$ cat src/design/allm_pkg.sv
// shared types, codes and sizes for the array linked list manager
package allm_pkg;

	localparam int CAPACITY = 1024;
	localparam int SLOT_W   = $clog2(CAPACITY + 1);
	localparam int CNT_W    = 11;
	localparam int VAL_W    = 32;
	localparam int OP_W     = 3;
	localparam int STS_W    = 2;
	localparam int STEP_W   = 5;

	typedef logic [SLOT_W-1:0] slot_t;
	typedef logic [CNT_W-1:0]  cnt_t;
	typedef logic [OP_W-1:0]   op_t;
	typedef logic [STS_W-1:0]  sts_code_t;
	typedef logic [STEP_W-1:0] step_t;

	localparam op_t OP_PUSH_HEAD = 3'd0;
	localparam op_t OP_PUSH_TAIL = 3'd1;
	localparam op_t OP_INSERT_AT = 3'd2;
	localparam op_t OP_POP_HEAD  = 3'd3;
	localparam op_t OP_POP_TAIL  = 3'd4;
	localparam op_t OP_REMOVE_AT = 3'd5;
	localparam op_t OP_READ_AT   = 3'd6;

	localparam sts_code_t ST_OK     = 2'd0;
	localparam sts_code_t ST_FULL   = 2'd1;
	localparam sts_code_t ST_EMPTY  = 2'd2;
	localparam sts_code_t ST_BADPOS = 2'd3;

	localparam step_t STP_NOP        = 5'd0;
	localparam step_t STP_CLEAR      = 5'd1;
	localparam step_t STP_LOAD       = 5'd2;
	localparam step_t STP_CHECK      = 5'd3;
	localparam step_t STP_SET_HEAD   = 5'd4;
	localparam step_t STP_SET_TAIL   = 5'd5;
	localparam step_t STP_POP_HEAD   = 5'd6;
	localparam step_t STP_POP_TAIL   = 5'd7;
	localparam step_t STP_WALK_START = 5'd8;
	localparam step_t STP_WALK_A     = 5'd9;
	localparam step_t STP_WALK_B     = 5'd10;
	localparam step_t STP_MID_RD     = 5'd11;
	localparam step_t STP_MID_TAKE   = 5'd12;
	localparam step_t STP_SEL_REM    = 5'd13;
	localparam step_t STP_VAL_RD     = 5'd14;
	localparam step_t STP_VAL_TAKE   = 5'd15;
	localparam step_t STP_I1         = 5'd16;
	localparam step_t STP_I2         = 5'd17;
	localparam step_t STP_I3         = 5'd18;
	localparam step_t STP_R1         = 5'd19;
	localparam step_t STP_R2         = 5'd20;
	localparam step_t STP_R3         = 5'd21;
	localparam step_t STP_FIN        = 5'd22;

	typedef struct packed {
		logic clear_last;
		logic fail;
		op_t  op;
		logic ins_head;
		logic ins_tail;
		logic walk_zero;
		logic walk_last;
	} dp_sts_t;

endpackage

$ cat src/design/allm_ctrl.sv
// sequencing state machine of the list manager
module allm_ctrl (
	input  logic              clk,
	input  logic              arst_n,
	input  logic              in_valid,
	output logic              in_stall,
	output logic              out_valid,
	input  logic              out_stall,
	input  allm_pkg::dp_sts_t sts,
	output allm_pkg::step_t   step
);
	import allm_pkg::*;

	localparam logic [4:0] S_CLEAR  = 5'd0;
	localparam logic [4:0] S_READY  = 5'd1;
	localparam logic [4:0] S_CHECK  = 5'd2;
	localparam logic [4:0] S_SETH   = 5'd3;
	localparam logic [4:0] S_SETT   = 5'd4;
	localparam logic [4:0] S_POPH   = 5'd5;
	localparam logic [4:0] S_POPT   = 5'd6;
	localparam logic [4:0] S_WSTART = 5'd7;
	localparam logic [4:0] S_WA     = 5'd8;
	localparam logic [4:0] S_WB     = 5'd9;
	localparam logic [4:0] S_MID    = 5'd10;
	localparam logic [4:0] S_MIDT   = 5'd11;
	localparam logic [4:0] S_SREM   = 5'd12;
	localparam logic [4:0] S_VRD    = 5'd13;
	localparam logic [4:0] S_VTAKE  = 5'd14;
	localparam logic [4:0] S_I1     = 5'd15;
	localparam logic [4:0] S_I2     = 5'd16;
	localparam logic [4:0] S_I3     = 5'd17;
	localparam logic [4:0] S_R1     = 5'd18;
	localparam logic [4:0] S_R2     = 5'd19;
	localparam logic [4:0] S_R3     = 5'd20;
	localparam logic [4:0] S_FIN    = 5'd21;

	logic [4:0] state_q, state_nxt;
	logic [4:0] after_walk;
	logic       out_valid_q;

	assign after_walk = (sts.op == OP_INSERT_AT) ? S_MID :
		(sts.op == OP_REMOVE_AT) ? S_SREM : S_VRD;

	always_comb begin
		state_nxt = state_q;
		step      = STP_NOP;
		unique case (state_q)
			S_CLEAR: begin
				step = STP_CLEAR;
				if (sts.clear_last) begin
					state_nxt = S_READY;
				end
			end
			S_READY: begin
				if (in_valid) begin
					step      = STP_LOAD;
					state_nxt = S_CHECK;
				end
			end
			S_CHECK: begin
				step = STP_CHECK;
				if (sts.fail) begin
					state_nxt = S_FIN;
				end else begin
					unique case (sts.op)
						OP_PUSH_HEAD: state_nxt = S_SETH;
						OP_PUSH_TAIL: state_nxt = S_SETT;
						OP_INSERT_AT: state_nxt = sts.ins_tail ? S_SETT :
							sts.ins_head ? S_SETH : S_WSTART;
						OP_POP_HEAD:  state_nxt = S_POPH;
						OP_POP_TAIL:  state_nxt = S_POPT;
						OP_REMOVE_AT, OP_READ_AT: state_nxt = S_WSTART;
						default:      state_nxt = S_FIN;
					endcase
				end
			end
			S_SETH: begin
				step      = STP_SET_HEAD;
				state_nxt = S_I1;
			end
			S_SETT: begin
				step      = STP_SET_TAIL;
				state_nxt = S_I1;
			end
			S_POPH: begin
				step      = STP_POP_HEAD;
				state_nxt = S_R1;
			end
			S_POPT: begin
				step      = STP_POP_TAIL;
				state_nxt = S_R1;
			end
			S_WSTART: begin
				step      = STP_WALK_START;
				state_nxt = sts.walk_zero ? after_walk : S_WA;
			end
			S_WA: begin
				step      = STP_WALK_A;
				state_nxt = S_WB;
			end
			S_WB: begin
				step = STP_WALK_B;
				if (sts.walk_last) begin
					state_nxt = after_walk;
				end
			end
			S_MID: begin
				step      = STP_MID_RD;
				state_nxt = S_MIDT;
			end
			S_MIDT: begin
				step      = STP_MID_TAKE;
				state_nxt = S_I1;
			end
			S_SREM: begin
				step      = STP_SEL_REM;
				state_nxt = S_R1;
			end
			S_VRD: begin
				step      = STP_VAL_RD;
				state_nxt = S_VTAKE;
			end
			S_VTAKE: begin
				step      = STP_VAL_TAKE;
				state_nxt = S_FIN;
			end
			S_I1: begin
				step      = STP_I1;
				state_nxt = S_I2;
			end
			S_I2: begin
				step      = STP_I2;
				state_nxt = S_I3;
			end
			S_I3: begin
				step      = STP_I3;
				state_nxt = S_FIN;
			end
			S_R1: begin
				step      = STP_R1;
				state_nxt = S_R2;
			end
			S_R2: begin
				step      = STP_R2;
				state_nxt = S_R3;
			end
			S_R3: begin
				step      = STP_R3;
				state_nxt = S_FIN;
			end
			S_FIN: begin
				if (!out_valid_q || !out_stall) begin
					step      = STP_FIN;
					state_nxt = S_READY;
				end
			end
			default: state_nxt = S_READY;
		endcase
	end

	always_ff @(posedge clk or negedge arst_n) begin
		if (!arst_n) begin
			state_q     <= S_CLEAR;
			out_valid_q <= 1'b0;
		end else begin
			state_q <= state_nxt;
			if (step == STP_FIN) begin
				out_valid_q <= 1'b1;
			end else if (!out_stall) begin
				out_valid_q <= 1'b0;
			end
		end
	end

	assign in_stall  = (state_q != S_READY);
	assign out_valid = out_valid_q;

`ifndef SYNTHESIS
	a_no_overwrite: assert property (@(posedge clk) disable iff (!arst_n)
		(state_q == S_FIN && out_valid_q && out_stall) |=> (state_q == S_FIN))
		else $error("result word overwritten while stalled");
	a_clear_first: assert property (@(posedge clk) disable iff (!arst_n)
		(state_q == S_CLEAR) |-> (in_stall && step == STP_CLEAR))
		else $error("item taken during clearing pass");
	a_walk_exit: assert property (@(posedge clk) disable iff (!arst_n)
		(state_q == S_WB && !sts.walk_last) |=> (state_q == S_WB))
		else $error("walk left early");
`endif

endmodule

$ cat config.mk
export PLATFORM = sky130hd
export DESIGN_NAME = allm_ctrl
export DESIGN_NICKNAME = d
export VERILOG_FILES = /design/src/design/allm_pkg.sv /design/src/design/allm_ctrl.sv
export SDC_FILE = /design/constraint.sdc
export NUM_CORES = 1
export LEC_CHECK = 0
export BUFFER_PORTS_ARGS = -buffer_cell sky130_fd_sc_hd__buf_2
export CAP_MARGIN = 30
export CORE_MARGIN = 3
export CORE_UTILIZATION = 25
export DETAILED_ROUTE_END_ITERATION = 7
export GPL_TIMING_DRIVEN = 0
export PLACE_DENSITY_LB_ADDON = 0.15
export SYNTH_ARGS = -nofsm -noshare
export SYNTH_HDL_FRONTEND = slang
export SYNTH_SLANG_ARGS = --single-unit
$ cat constraint.sdc
create_clock -name clk -period 1.6 [get_ports clk]
set_clock_uncertainty 0.15 [all_clocks]
set_input_delay 0.24 -clock clk [delete_from_list [all_inputs] [get_ports clk]]
set_output_delay 0.24 -clock clk [all_outputs]
set_load 0.005 [all_outputs]
==> results by stage, run 1 <==
Placed design:
- The post-DP HPWL is 1980 um.
- The post-place setup slack is -0.290 ns.
- The last weighted congestion value of the routability-driven placer is 0.800.
- In this run the tool buffered the top-level ports with 19 buffer cells.
- After detailed placement, the design holds a cell count of 181.

Critical path:
- The data required time at the worst endpoint is 1.21 ns.
- The maximum fanout along the worst path is 6.
- The critical path class is flop to output pin.
- The largest individual stage delay along the critical path comes from the cell dfrtp_1.
- The capture instance of the worst register-to-register path is state_q[2].
- The startpoint identified for the worst register-to-register timing path is state_q[2].
- Walking the worst path, the cells encountered are buf_6 > and3_4 > nand2_2 > nand3_2 > a221oi_2 > buf_2.
- The depth of the worst register-to-register path is 7.
- On the worst path, the slowest cell contributes a delay of 0.40 ns.
- The critical path launch point type is a flop.
- In this run the register-to-register setup slack is -0.22 ns.
- The worst setup path is captured at an output pin.
- The endpoint arrival time on the critical path is 1.51 ns.

Power and ir drop:
- For this design the static power due to leakage is 0.612 nW.
- VDD sags by at most 0.717 mV.
- The ratio of total power to cell area is 2110 nW/um^2.

Floorplanning:
- The floorplan row count is 20.
- The total area inside the core boundary comes to 3080 um^2.
- The floorplan step set the die height to 63.3 um.
- The I/O pin count is 20.
- The die covers 4000 um^2.
- The die is 63.3 um wide.
- For this configuration, the core starts out at a cell density of 0.266.

Timing:
- The worst-case headroom to the max-slew limit is 0.722.
- Setup repair after global routing could not meet its margin everywhere.
- The final worst-path cycle share is 1.19.
- The final setup TNS is -1.91 ns.
- The pin slew with the least headroom to its limit is 0.406 ns.
- Setup violations remaining at the end of the flow were counted as 10.
- The final count of pins violating max slew is 0.
- The post-layout minimum cycle time is 1.90 ns.
- The hold violation total from the final report was 0.
- The least setup slack across all paths after layout is -0.299 ns.
- The upper clock frequency limit is 527 MHz.

Synth:
- The share of synthesized area in the top cell type comes to 0.183.
- The number of synthesized flops with an enable pin is 0.
- For this run, asynchronously set or reset flops after synthesis account for 1.00.
- In the post-synthesis netlist, the biggest area contributors are dfrtp_1 18%, nand2_1 10%, a21oi_1 5.5%.
- The area of the mapped netlist is 820 um^2.
- The top flip-flop cell by instance count after synthesis is dfrtp_1.
- The total of warnings raised by yosys is 0.
- Synthesis produced a netlist with a net count of 131.
- The synthesized area per cell is 6.95 um^2.
- Counting instances in the post-synthesis netlist gives the leading cell types as 22 x nand2_1, 9 x a21oi_1, 9 x nor2_1, 6 x dfrtp_1, 6 x o21ai_0.
- dfrtp_1 takes more of the synthesized area than any other cell.
- Counting distinct cell types in the post-synthesis netlist gives 45.
- Synthesis inferred 6 register bits.
- The most common cell in the synthesized netlist is nand2_1.
- The gate count of the mapped netlist is 118.
- The share of the Yosys chip area taken by registers is 0.183.

Final layout:
- The count of placed standard cells in the final layout, fillers left out is 210.
- After filler insertion, the fill cell instance count of the layout stands at 313.
- The number of antenna cells inserted is 0.
- The area growth from synthesis to layout is 74.4%.
- Of the cells placed in the final design, the portion with a size suffix greater than 1 is 0.518.
- The net count reported at finish is 181.
- The register cell area after layout is 153 um^2.
- Measured on the finished design, the core utilization comes to 0.464.
- The area of combinational cells with multiple inputs is 736 um^2.

Hold path:
- The tightest min-delay check is of the input port to async pin type.

Route:
- The per-cell via count in the routed design is 5.20.
- The total wire length is 3250 um.
- Dividing the detail-routed wire length by the instance count gives 15.5 um.
- The first detailed-routing pass ran for 4 iterations.
- For this block, the via count after detailed routing is 1092.
- After the first detailed-routing iteration, the DRC count stood at 88.
- The DRC violation count after routing is 0.
- The remaining antenna violation count after routing is 0.

CTS:
- The number of buffers created by CTS is 3.
- The clock insertion delay at the later pin of the skew report is 0.24 ns.
- Clock tree synthesis found a total of 6 sinks.
- The clock slew seen by the registers of the worst setup and hold paths is 0.04 ns.
- In this run the number of H-tree levels came out at 1.
- The clock tree from TritonCTS is done.
- Counting along the longest clock path gives a buffer depth of 2.
- Clock tree synthesis selected as its root buffer the cell clkbuf_4.

Outcome:
- The flow ran to the end, but the final reports show violations.
- The checks that failed: negative setup slack.

GRT:
- The wire length of the first global-routing pass is 4850 um.
- Summed over all layers, the global routing overflow is 0.
- The all-layer global routing usage is 0.152.
- The number of antenna violations at the first check in global routing is 0.
- The via count of the first global-routing pass was 1032.
- Entering global routing, the biggest net connects 11 pins.

Run:
- Across the run, the number of max-cap violations was 0.
-- metrics by stage --
step | power, mW | instance area (um^2) | hold slack [ns]
floorplan | 1.41 | 837 | -0.206
global placement | 1.84 | 987 | -0.0873
detailed placement | 1.83 | 987 | -0.0842
CTS | 2.73 | 1340 | 0.188
global route | 3.19 | 1430 | 0.210
finish | 3.02 | 1430 | 0.196
-- repair_timing --
| action | CTS | global route |
|---|---|---|
| cloned | 0 | 0 |
| pin swaps | 10 | 11 |
| gates resized for setup | 39 | 17 |
| hold endpoints to repair | 6 | 0 |
| setup endpoints to repair | 10 | 10 |
| hold buffers | 1 | 0 |
| setup buffers | 22 | 4 |
-- critical path, delay by kind of cell (launching register included) --
family	cells	cell delay [ns]
flops	1	0.40
simple gates	3	0.31
buf+inv	2	0.30
compound gates	1	0.26
-- area by class of cell --
class / instances / share of cell area
buffer: 9 / 0.0788
timing repair buffer: 45 / 0.235
multi-input combinational: 99 / 0.515
clock buffer: 3 / 0.0158
tap: 44 / 0.0385
inverter: 4 / 0.0105
sequential: 6 / 0.107
-- cells by family after synthesis --
group                      Yosys count  synth area share
and+or+nand+nor                     54             0.315
AOI/OAI and AO/OA                   40             0.353
buffers and inverters               13            0.0931
DFF                                  6             0.183
xor gates and xnor gates             3            0.0321
muxes                                1            0.0122
adders and majority gates            1            0.0122
-- layout by cell type, fill, tap and decap left out, types with 2 or more instances in the layout --
| master | synthesis | layout |
|---|---|---|
| buf_4 | 0 | 18 |
| o21ai_0 | 6 | 4 |
| or3_1 | 2 | 2 |
| nand2b_1 | 5 | 3 |
| nand3_2 | 0 | 2 |
| nand2b_4 | 0 | 2 |
| a31oi_1 | 3 | 2 |
| dfrtp_1 | 6 | 4 |
| nand2_2 | 0 | 3 |
| o21ai_1 | 1 | 2 |
| buf_8 | 0 | 5 |
| buf_6 | 3 | 10 |
| inv_1 | 3 | 3 |
| a21oi_2 | 0 | 5 |
| dfrtp_2 | 0 | 2 |
| nor2b_1 | 5 | 3 |
| o221ai_1 | 2 | 2 |
| xnor2_1 | 2 | 2 |
| a21o_1 | 2 | 2 |
| buf_2 | 4 | 19 |
| o311ai_4 | 0 | 2 |
| nor2_1 | 9 | 7 |
| a21oi_1 | 9 | 4 |
| clkbuf_4 | 0 | 3 |
| nand2_1 | 22 | 19 |
| a211oi_1 | 3 | 2 |
-- power breakdown --
group          switching (mW)  internal [mW]  total, mW
logic                    1.25           1.31       2.57
clock network          0.0463         0.0843      0.131
registers              0.0883          0.230      0.319
-- metal layers --
layer,routed length [um],GRT usage
met2,1730,0.274
met1,1370,0.188
met4,39,0.0593
met5,0,0
met3,115,0.00891
-- worst max path at each step --
stage	depth (start not counted)	start	endpoint
CTS	4	state_q[3]	in_stall
finish	6	state_q[0]	step[2]
global route	6	state_q[0]	step[2]
detailed placement	5	state_q[4]	step[1]
floorplan	5	state_q[3]	state_q[2]
global placement	5	state_q[4]	step[1]
-- state kept, by name (all words and copies together) (netlist names) --
register   flops
state_q        5
out_valid      1
Power figures use the tool's default switching activity.
==> run 2, diff against run 1 <==
==> constraint.sdc (replaced) <==
create_clock -name clk -period 1.6 [get_ports clk]
set_clock_uncertainty 0.15 [all_clocks]
set_input_delay 0 -clock clk [delete_from_list [all_inputs] [get_ports clk]]
set_output_delay 0 -clock clk [all_outputs]
set_load 0.005 [all_outputs]
==> run 2 against run 1 <==
Effect of this change: the run still ends with negative setup slack left; combinational power shrank 18%; maximum frequency rose by 9.3%; clock power about the same; cell area is 9.5% lower; first-iteration DRC count decreased by 25%; via count fell by 3.9%; critical endpoint is now state_q[2]; largest cell class unchanged.
==> results by stage, run 2 (synthesis results as in run 1) <==
Route:
- The total wire length is 2950 um (was 3250 um).
- The DRC violation count after routing is 0 (unchanged).
- The vias after detailed routing was 1049 (was 1092).
- The average wire length per cell after detail routing is 14.4 um (was 15.5 um).
- The remaining antenna violation count after routing was 0 (unchanged).
- The per-cell via count in the routed design is 5.14 (was 5.20).
- The total iterations of the first detailed-routing run is 4 (unchanged).
- The DRC marker count from the first detailed-route iteration is 66 (was 88).

Critical path:
- The highest cell delay on the worst timing path came to 0.43 ns (was 0.40 ns).
- The critical path class is flop to flop (was flop to output pin).
- The critical path launch point type is a flop (unchanged).
- The data required time at the worst endpoint is 1.60 ns (was 1.21 ns).
- The element type at the critical path end is a flop (was output pin).
- The endpoint arrival time on the critical path came to 1.74 ns (was 1.51 ns).
- The maximum fanout along the worst path is 6 (unchanged).
- Worst path cell trace: buf_8 > o311ai_4 > o311ai_4 > or3b_1 > o211ai_2 (was buf_6 > and3_4 > nand2_2 > nand3_2 > a221oi_2 > buf_2).
- The most common cell type on the critical path is o311ai_4.
- The slowest stage cell on the critical path is dfrtp_2 (was dfrtp_1).
- The slack of the worst reg-to-reg path is -0.14 ns (was -0.22 ns).

Power and ir drop:
- The maximum resistive drop on vdd is 0.766 mV (was 0.717 mV).
- The sum of internal, switching and leakage power is 2.59 mW (was 3.02 mW).
- The static power due to leakage is 0.551 nW (was 0.612 nW).
- The ratio of total power to cell area is 2000 nW/um^2 (was 2110 nW/um^2).

GRT:
- The via count of the first global-routing pass is 931 (was 1032).
- The number of antenna violations at the first check in global routing is 0 (unchanged).
- The all-layer global routing usage is 0.135 (was 0.152).
- The total grt overflow was 0 (unchanged).
- The wire length of the first global-routing pass is 4360 um (was 4850 um).
- The pin count of the biggest net entering global routing is 11 (unchanged).

Final layout:
- The flip-flop count of the largest register after layout is 5 (unchanged).
- The proportion of layout cells with a drive suffix above 1 came to 0.406 (was 0.518).
- The most common library cell in the layout ignoring fill and taps is nand2_1.
- The count of placed standard cells in the final layout, fillers left out is 204 (was 210).
- The net count reported at finish is 175 (was 181).
- Most frequent cells in the layout: 22 x nand2_1, 20 x buf_2, 15 x buf_4, 8 x nor2_1, 7 x a21oi_1 (was 19 x nand2_1, 19 x buf_2, 18 x buf_4, 10 x buf_6, 7 x nor2_1).
- The final design area excluding fillers is 1290 um^2 (was 1430 um^2).
- The area growth from synthesis to layout is 57.9% (was 74.4%).
- The register name with the most flops is state_q (unchanged).
- The number of filler cells placed in the layout is 332 (was 313).
- The number of antenna cells inserted is 0 (unchanged).

Placed design:
- The placed instance count is 181 (unchanged).
- The area of placed instances is 987 um^2 (unchanged).
- The post-DP HPWL is 1980 um (unchanged).
- The quantity of I/O buffers inserted on ports was 19 (unchanged).
- The last weighted congestion value of the routability-driven placer was 0.800 (unchanged).

Floorplanning:
- The I/O pin count came to 20 (unchanged).
- The floorplan row count came to 20 (unchanged).
- The die boundary width is 63.3 um (unchanged).
- The floorplan die area is 4000 um^2 (unchanged).
- The starting utilization of the core area is 0.266 (unchanged).
- The die extent in y is 63.3 um (unchanged).
- The area of the core was 3080 um^2 (unchanged).

Run:
- The max-cap violation count is 0 (unchanged).

CTS:
- The number of buffers created by CTS came to 3 (unchanged).
- The depth of the CTS H-tree came to 1 (unchanged).
- The number of buffers on the longest clock path is 2 (unchanged).
- The clock insertion delay at the later pin of the skew report came to 0.24 ns (about the same).
- The clock slew seen by the registers of the worst setup and hold paths is 0.04 ns (about the same).
- The clock tree root buffer cell is clkbuf_4 (unchanged).
- The clock tree from TritonCTS was done (unchanged).
- The number of clock sinks seen by CTS is 6 (unchanged).

Timing:
- The least setup slack across all paths after layout is -0.138 ns (was -0.299 ns).
- The worst-case headroom to the max-slew limit is 0.719 (was 0.722).
- The final count of pins violating max slew came to 0 (unchanged).
- The post-layout minimum cycle time came to 1.74 ns (was 1.90 ns).
- The hold violation total from the final report is 0 (unchanged).
- The upper clock frequency limit was 575 MHz (was 527 MHz).
- Unrepaired setup endpoints after global routing: yes (unchanged).
- The pin slew with the least headroom to its limit is 0.411 ns (was 0.406 ns).
- The number of setup violations in the final report is 6 (was 10).
- The final worst-path cycle share was 1.09 (was 1.19).

Outcome:
- Result of the run: complete, but fails checks (unchanged).
- Failing checks: negative setup slack (unchanged).

Hold path:
- The type of the tightest min-delay check is input port to flop (was input port to async pin).
-- run 2: changes by cell type in the layout (fill, tap and decap cells not counted), sizes merged --
cell	before	now
dlygate4sd3	1	4
buf	53	44
-- run 2: area by class of cell --
| class | count | area, um^2 | share of cell area |
|---|---|---|---|
| multi-input cells | 99 | 682 | 0.527 |
| repair buffers | 39 | 256 | 0.198 |
| flip-flops and latches | 6 | 154 | 0.119 |
| plain buffers | 9 | 109 | 0.0841 |
| well taps | 44 | 55.1 | 0.0426 |
| clock buffers | 3 | 22.5 | 0.0174 |
| inverters | 4 | 15.0 | 0.0116 |
-- run 2: critical path: cells and delay by family, from the launching register on --
| kind | cells | cell delay [ns] |
|---|---|---|
| compound gates | 3 | 0.53 |
| buf+inv | 1 | 0.15 |
| flops | 1 | 0.43 |
| simple gates | 1 | 0.39 |
-- run 2: timing repair --
item | 4_1_cts | 5_1_grt
pin swaps | 2 | 7
endpoints found under the setup margin | 10 | 9
hold buffers | 4 | 0
cloned | 0 | 1
endpoints found under the hold margin | 9 | 0
buffers inserted | 4 | 11
gates resized for setup | 16 | 21
-- run 2: per-layer routing --
layer / wire length [um] / up-vias / track usage
met3: 164 / 2 / 0.00891
met4: 26 / 0 / 0.0404
li1: - / 512 / -
met2: 1480 / 34 / 0.227
met1: 1270 / 501 / 0.183
met5: 0 / - / 0
-- run 2: per-stage QoR --
| step | setup slack (ns) | TNS (ns) | hold slack (ns) | utilization |
|---|---|---|---|---|
| 3_3_place_gp | -0.170 | -0.363 | -0.327 | 0.321 |
| 3_5_place_dp | -0.165 | -0.382 | -0.324 | 0.321 |
| 2_1_floorplan | 0.00455 | 0 | -0.446 | - |
| 6_report | -0.138 | -0.391 | 0.131 | 0.420 |
| 5_1_grt | -0.191 | -0.882 | 0.158 | 0.420 |
| 4_1_cts | -0.132 | -0.539 | 0.115 | 0.367 |
-- run 2: final timing paths --
path	end	from	depth (start not counted)
worst max-delay path	state_q[2]	state_q[3]	5
worst min-delay path	state_q[1]	sts[7]	5
worst max register to register	state_q[2]	state_q[3]	5
worst min register to register	out_valid	out_valid	2
max in group asynchronous	state_q[0]	arst_n	3
min in group asynchronous	state_q[2]	arst_n	3
-- run 2: power breakdown --
part	switching, mW	internal, mW
Combinational	1.06	1.04
Sequential	0.120	0.233
Clock	0.0468	0.0843
Total	1.23	1.36
==> run 3, diff against run 2 <==
--- a/config.mk
+++ b/config.mk
@@ -12,6 +12,7 @@
 export DETAILED_ROUTE_END_ITERATION = 7
 export GPL_TIMING_DRIVEN = 0
 export PLACE_DENSITY_LB_ADDON = 0.15
+export REMOVE_ABC_BUFFERS = 1
 export SYNTH_ARGS = -nofsm -noshare
 export SYNTH_HDL_FRONTEND = slang
 export SYNTH_SLANG_ARGS = --single-unit
==> run 3 against run 2 <==
Effect of this change: the flow still finishes with violations (negative setup slack); critical path depth is the same; hold slack lost 0.026 ns; via count grew 2.9%; final cell count grew 2.0%; first-iteration DRC count shrank 27%; core utilization grew 4.0 points; non-clock buffer count grew 4; combinational power grew 11%; cell area grew 9.5%; sequential cell count is the same; die area is the same.
==> results by stage, run 3 (synthesis results as in run 1) <==
GRT:
- The wire length of the first global-routing pass is 5310 um (was 4360 um).
- The all-layer global routing usage came to 0.168 (was 0.135).
- The pin count of the biggest net entering global routing is 13 (was 11).
- The via count of the first global-routing pass is 1081 (was 931).
- The total grt overflow is 0 (unchanged).
- The number of antenna violations at the first check in global routing is 0 (unchanged).

Route:
- The DRC marker count from the first detailed-route iteration is 48 (was 66).
- The remaining antenna violation count after routing is 0 (unchanged).
- The per-cell via count in the routed design was 5.19 (was 5.14).
- The DRC violation count after routing was 0 (unchanged).
- The total iterations of the first detailed-routing run came to 4 (unchanged).
- The total wire length was 3260 um (was 2950 um).
- The vias after detailed routing is 1079 (was 1049).
- The average wire length per cell after detail routing came to 15.7 um (was 14.4 um).

Critical path:
- The depth of the worst register-to-register path is 5 (unchanged).
- The slowest stage cell on the critical path is dfrtp_4 (was dfrtp_2).
- The critical path class is flop to flop (unchanged).
- The maximum fanout along the worst path is 8 (was 6).
- The slack of the worst reg-to-reg path was -0.20 ns (was -0.14 ns).
- The startpoint of the worst-slack reg-to-reg timing path was state_q[3] (unchanged).
- The element type at the critical path end is a flop (unchanged).
- The data required time at the worst endpoint came to 1.61 ns (was 1.60 ns).
- The critical path launch point type is a flop (unchanged).
- The combined buffer and inverter count along the critical path is 1 (unchanged).
- The cell family contributing the most delay on the critical path was flip-flops (was compound AO/OA/AOI/OAI gates).
- The launch point of the critical path is state_q[3] (unchanged).
- The endpoint arrival time on the critical path came to 1.81 ns (was 1.74 ns).
- The capture instance of the worst register-to-register path was state_q[2] (unchanged).
- The highest cell delay on the worst timing path is 0.54 ns (was 0.43 ns).
- Worst path cell trace: buf_6 > o32ai_2 > nand2_1 > or3b_4 > o211ai_2 (was buf_8 > o311ai_4 > o311ai_4 > or3b_1 > o211ai_2).

Outcome:
- Result of the run: complete, but fails checks (unchanged).
- Failing checks: negative setup slack (unchanged).

CTS:
- The clock tree from TritonCTS was done (unchanged).
- The clock insertion delay at the later pin of the skew report is 0.25 ns (was 0.24 ns).
- The depth of the CTS H-tree is 1 (unchanged).
- The clock slew seen by the registers of the worst setup and hold paths is 0.05 ns (was 0.04 ns).
- The number of buffers created by CTS came to 3 (unchanged).
- The number of clock sinks seen by CTS came to 6 (unchanged).
- The number of buffers on the longest clock path was 2 (unchanged).
- The clock tree root buffer cell was clkbuf_4 (unchanged).

Final layout:
- The most common library cell in the layout ignoring fill and taps is nand2_1 (unchanged).
- The area growth from synthesis to layout came to 72.8% (was 57.9%).
- The net count reported at finish came to 179 (was 175).
- The count of placed standard cells in the final layout, fillers left out is 208 (was 204).
- The register cell area after layout is 169 um^2 (was 154 um^2).
- The flip-flop count of the largest register after layout is 5 (unchanged).
- The proportion of layout cells with a drive suffix above 1 is 0.494 (was 0.406).
- The number of antenna cells inserted is 0 (unchanged).
- The number of filler cells placed in the layout is 336 (was 332).
- Most frequent cells in the layout: 20 x nand2_1, 19 x buf_2, 16 x buf_4, 10 x buf_6, 8 x nor2_1 (was 22 x nand2_1, 20 x buf_2, 15 x buf_4, 8 x nor2_1, 7 x a21oi_1).
- The register name with the most flops is state_q (unchanged).
- The area of combinational cells with multiple inputs is 729 um^2 (was 682 um^2).

Floorplanning:
- The floorplan die area is 4000 um^2 (unchanged).
- The floorplan row count is 20 (unchanged).
- The I/O pin count is 20 (unchanged).
- The die extent in y is 63.3 um (unchanged).
- The starting utilization of the core area came to 0.266 (unchanged).
- The die boundary width is 63.3 um (unchanged).
- The area of the core was 3080 um^2 (unchanged).

Timing:
- The final worst-path cycle share is 1.13 (was 1.09).
- The final count of pins violating max slew is 0 (unchanged).
- The post-layout minimum cycle time is 1.80 ns (was 1.74 ns).
- The number of setup violations in the final report is 8 (was 6).
- The final setup TNS is -1.01 ns (was -0.391 ns).
- The upper clock frequency limit came to 555 MHz (was 575 MHz).
- The least setup slack across all paths after layout was -0.203 ns (was -0.138 ns).
- The worst-case headroom to the max-slew limit is 0.727 (was 0.719).
- Unrepaired setup endpoints after global routing: yes (unchanged).
- The pin slew with the least headroom to its limit is 0.399 ns (was 0.411 ns).
- The hold violation total from the final report is 0 (unchanged).

Placed design:
- The post-place setup slack is -0.589 ns (was -0.165 ns).
- The post-DP HPWL is 1650 um (was 1980 um).
- The last weighted congestion value of the routability-driven placer is 0.709 (was 0.800).
- The quantity of I/O buffers inserted on ports was 19 (unchanged).
- The placed instance count was 172 (was 181).

Power and ir drop:
- The part of the total power dissipated in combinational logic is 0.795 (was 0.813).
- The internal cell power is 1.59 mW (was 1.36 mW).
- The static power due to leakage was 0.603 nW (was 0.551 nW).
- The proportion of power drawn by the clock network came to 0.047 (was 0.051).
- The sequential share of power was 0.158 (was 0.136).
- The switching power as a share of total power came to 0.460 (was 0.475).
- The maximum resistive drop on vdd is 0.481 mV (was 0.766 mV).
- The ratio of total power to cell area is 2080 nW/um^2 (was 2000 nW/um^2).
- The power dissipated by switching net loads is 1.35 mW (was 1.23 mW).

Hold path:
- The type of the tightest min-delay check is input port to flop (unchanged).
- The source of the worst hold timing path is sts[5] (was sts[7]).
- The number of instances on the worst hold path was 4 (was 5).
- The end of the worst hold path is state_q[1] (unchanged).

Run:
- The max-cap violation count was 0 (unchanged).
-- run 3: worst max path at each step --
| stage | endpoint | slack [ns] | cells after the start |
|---|---|---|---|
| 4_1_cts | state_q[2] | -0.15 | 5 |
| 6_report | state_q[2] | -0.20 | 5 |
| 3_3_place_gp | state_q[2] | -0.57 | 5 |
| 3_5_place_dp | state_q[2] | -0.59 | 5 |
| 5_1_grt | state_q[0] | -0.26 | 5 |
| 2_1_floorplan | state_q[2] | -0.24 | 5 |
-- run 3: layout make-up --
type	instances	share of cell area
sequential	6	0.119
clock buffer	3	0.0159
multi-input combinational	99	0.515
timing repair buffer	52	0.299
tap	44	0.0389
inverter	4	0.0124
-- run 3: what timing repair did --
action / 4_1_cts / 5_1_grt
gates cloned: 0 / 1
endpoints found under the setup margin: 12 / 10
hold endpoints to repair: 9 / 0
hold buffers: 4 / 0
setup buffers: 20 / 9
gates resized for setup: 39 / 18
pin swaps: 8 / 9
-- run 3: layer usage --
layer  vias up  GRT usage  wire, um
met4         0     0.0296        65
met1       506      0.208      1340
met3         6     0.0232       202
li1        526          -         -
met2        41      0.310      1650
met5         -          0         0
-- run 3: per-stage QoR --
step	total power [mW]	cell area (um^2)	hold WS, ns	util
2_1_floorplan	1.24	758	-0.446	-
3_3_place_gp	1.61	908	-0.320	0.295
3_5_place_dp	1.62	908	-0.318	0.295
4_1_cts	2.50	1250	0.0843	0.406
5_1_grt	3.16	1420	0.108	0.460
6_report	2.94	1420	0.105	0.460
-- run 3: worst register-to-register path: stages, from the launching register on --
cell and delay, ns:
dfrtp_4 0.54, buf_6 0.16, o32ai_2 0.23, nand2_1 0.13
or3b_4 0.42, o211ai_2 0.08
-- run 3: power groups by stage --
stage / Combinational (mW) / Sequential (mW) / Clock (mW)
finish: 2.34 / 0.465 / 0.138
global route: 2.52 / 0.477 / 0.160
CTS: 1.92 / 0.437 / 0.141
detailed placement: 1.04 / 0.581 / 0
global placement: 1.03 / 0.576 / 0
floorplan: 0.771 / 0.466 / 0
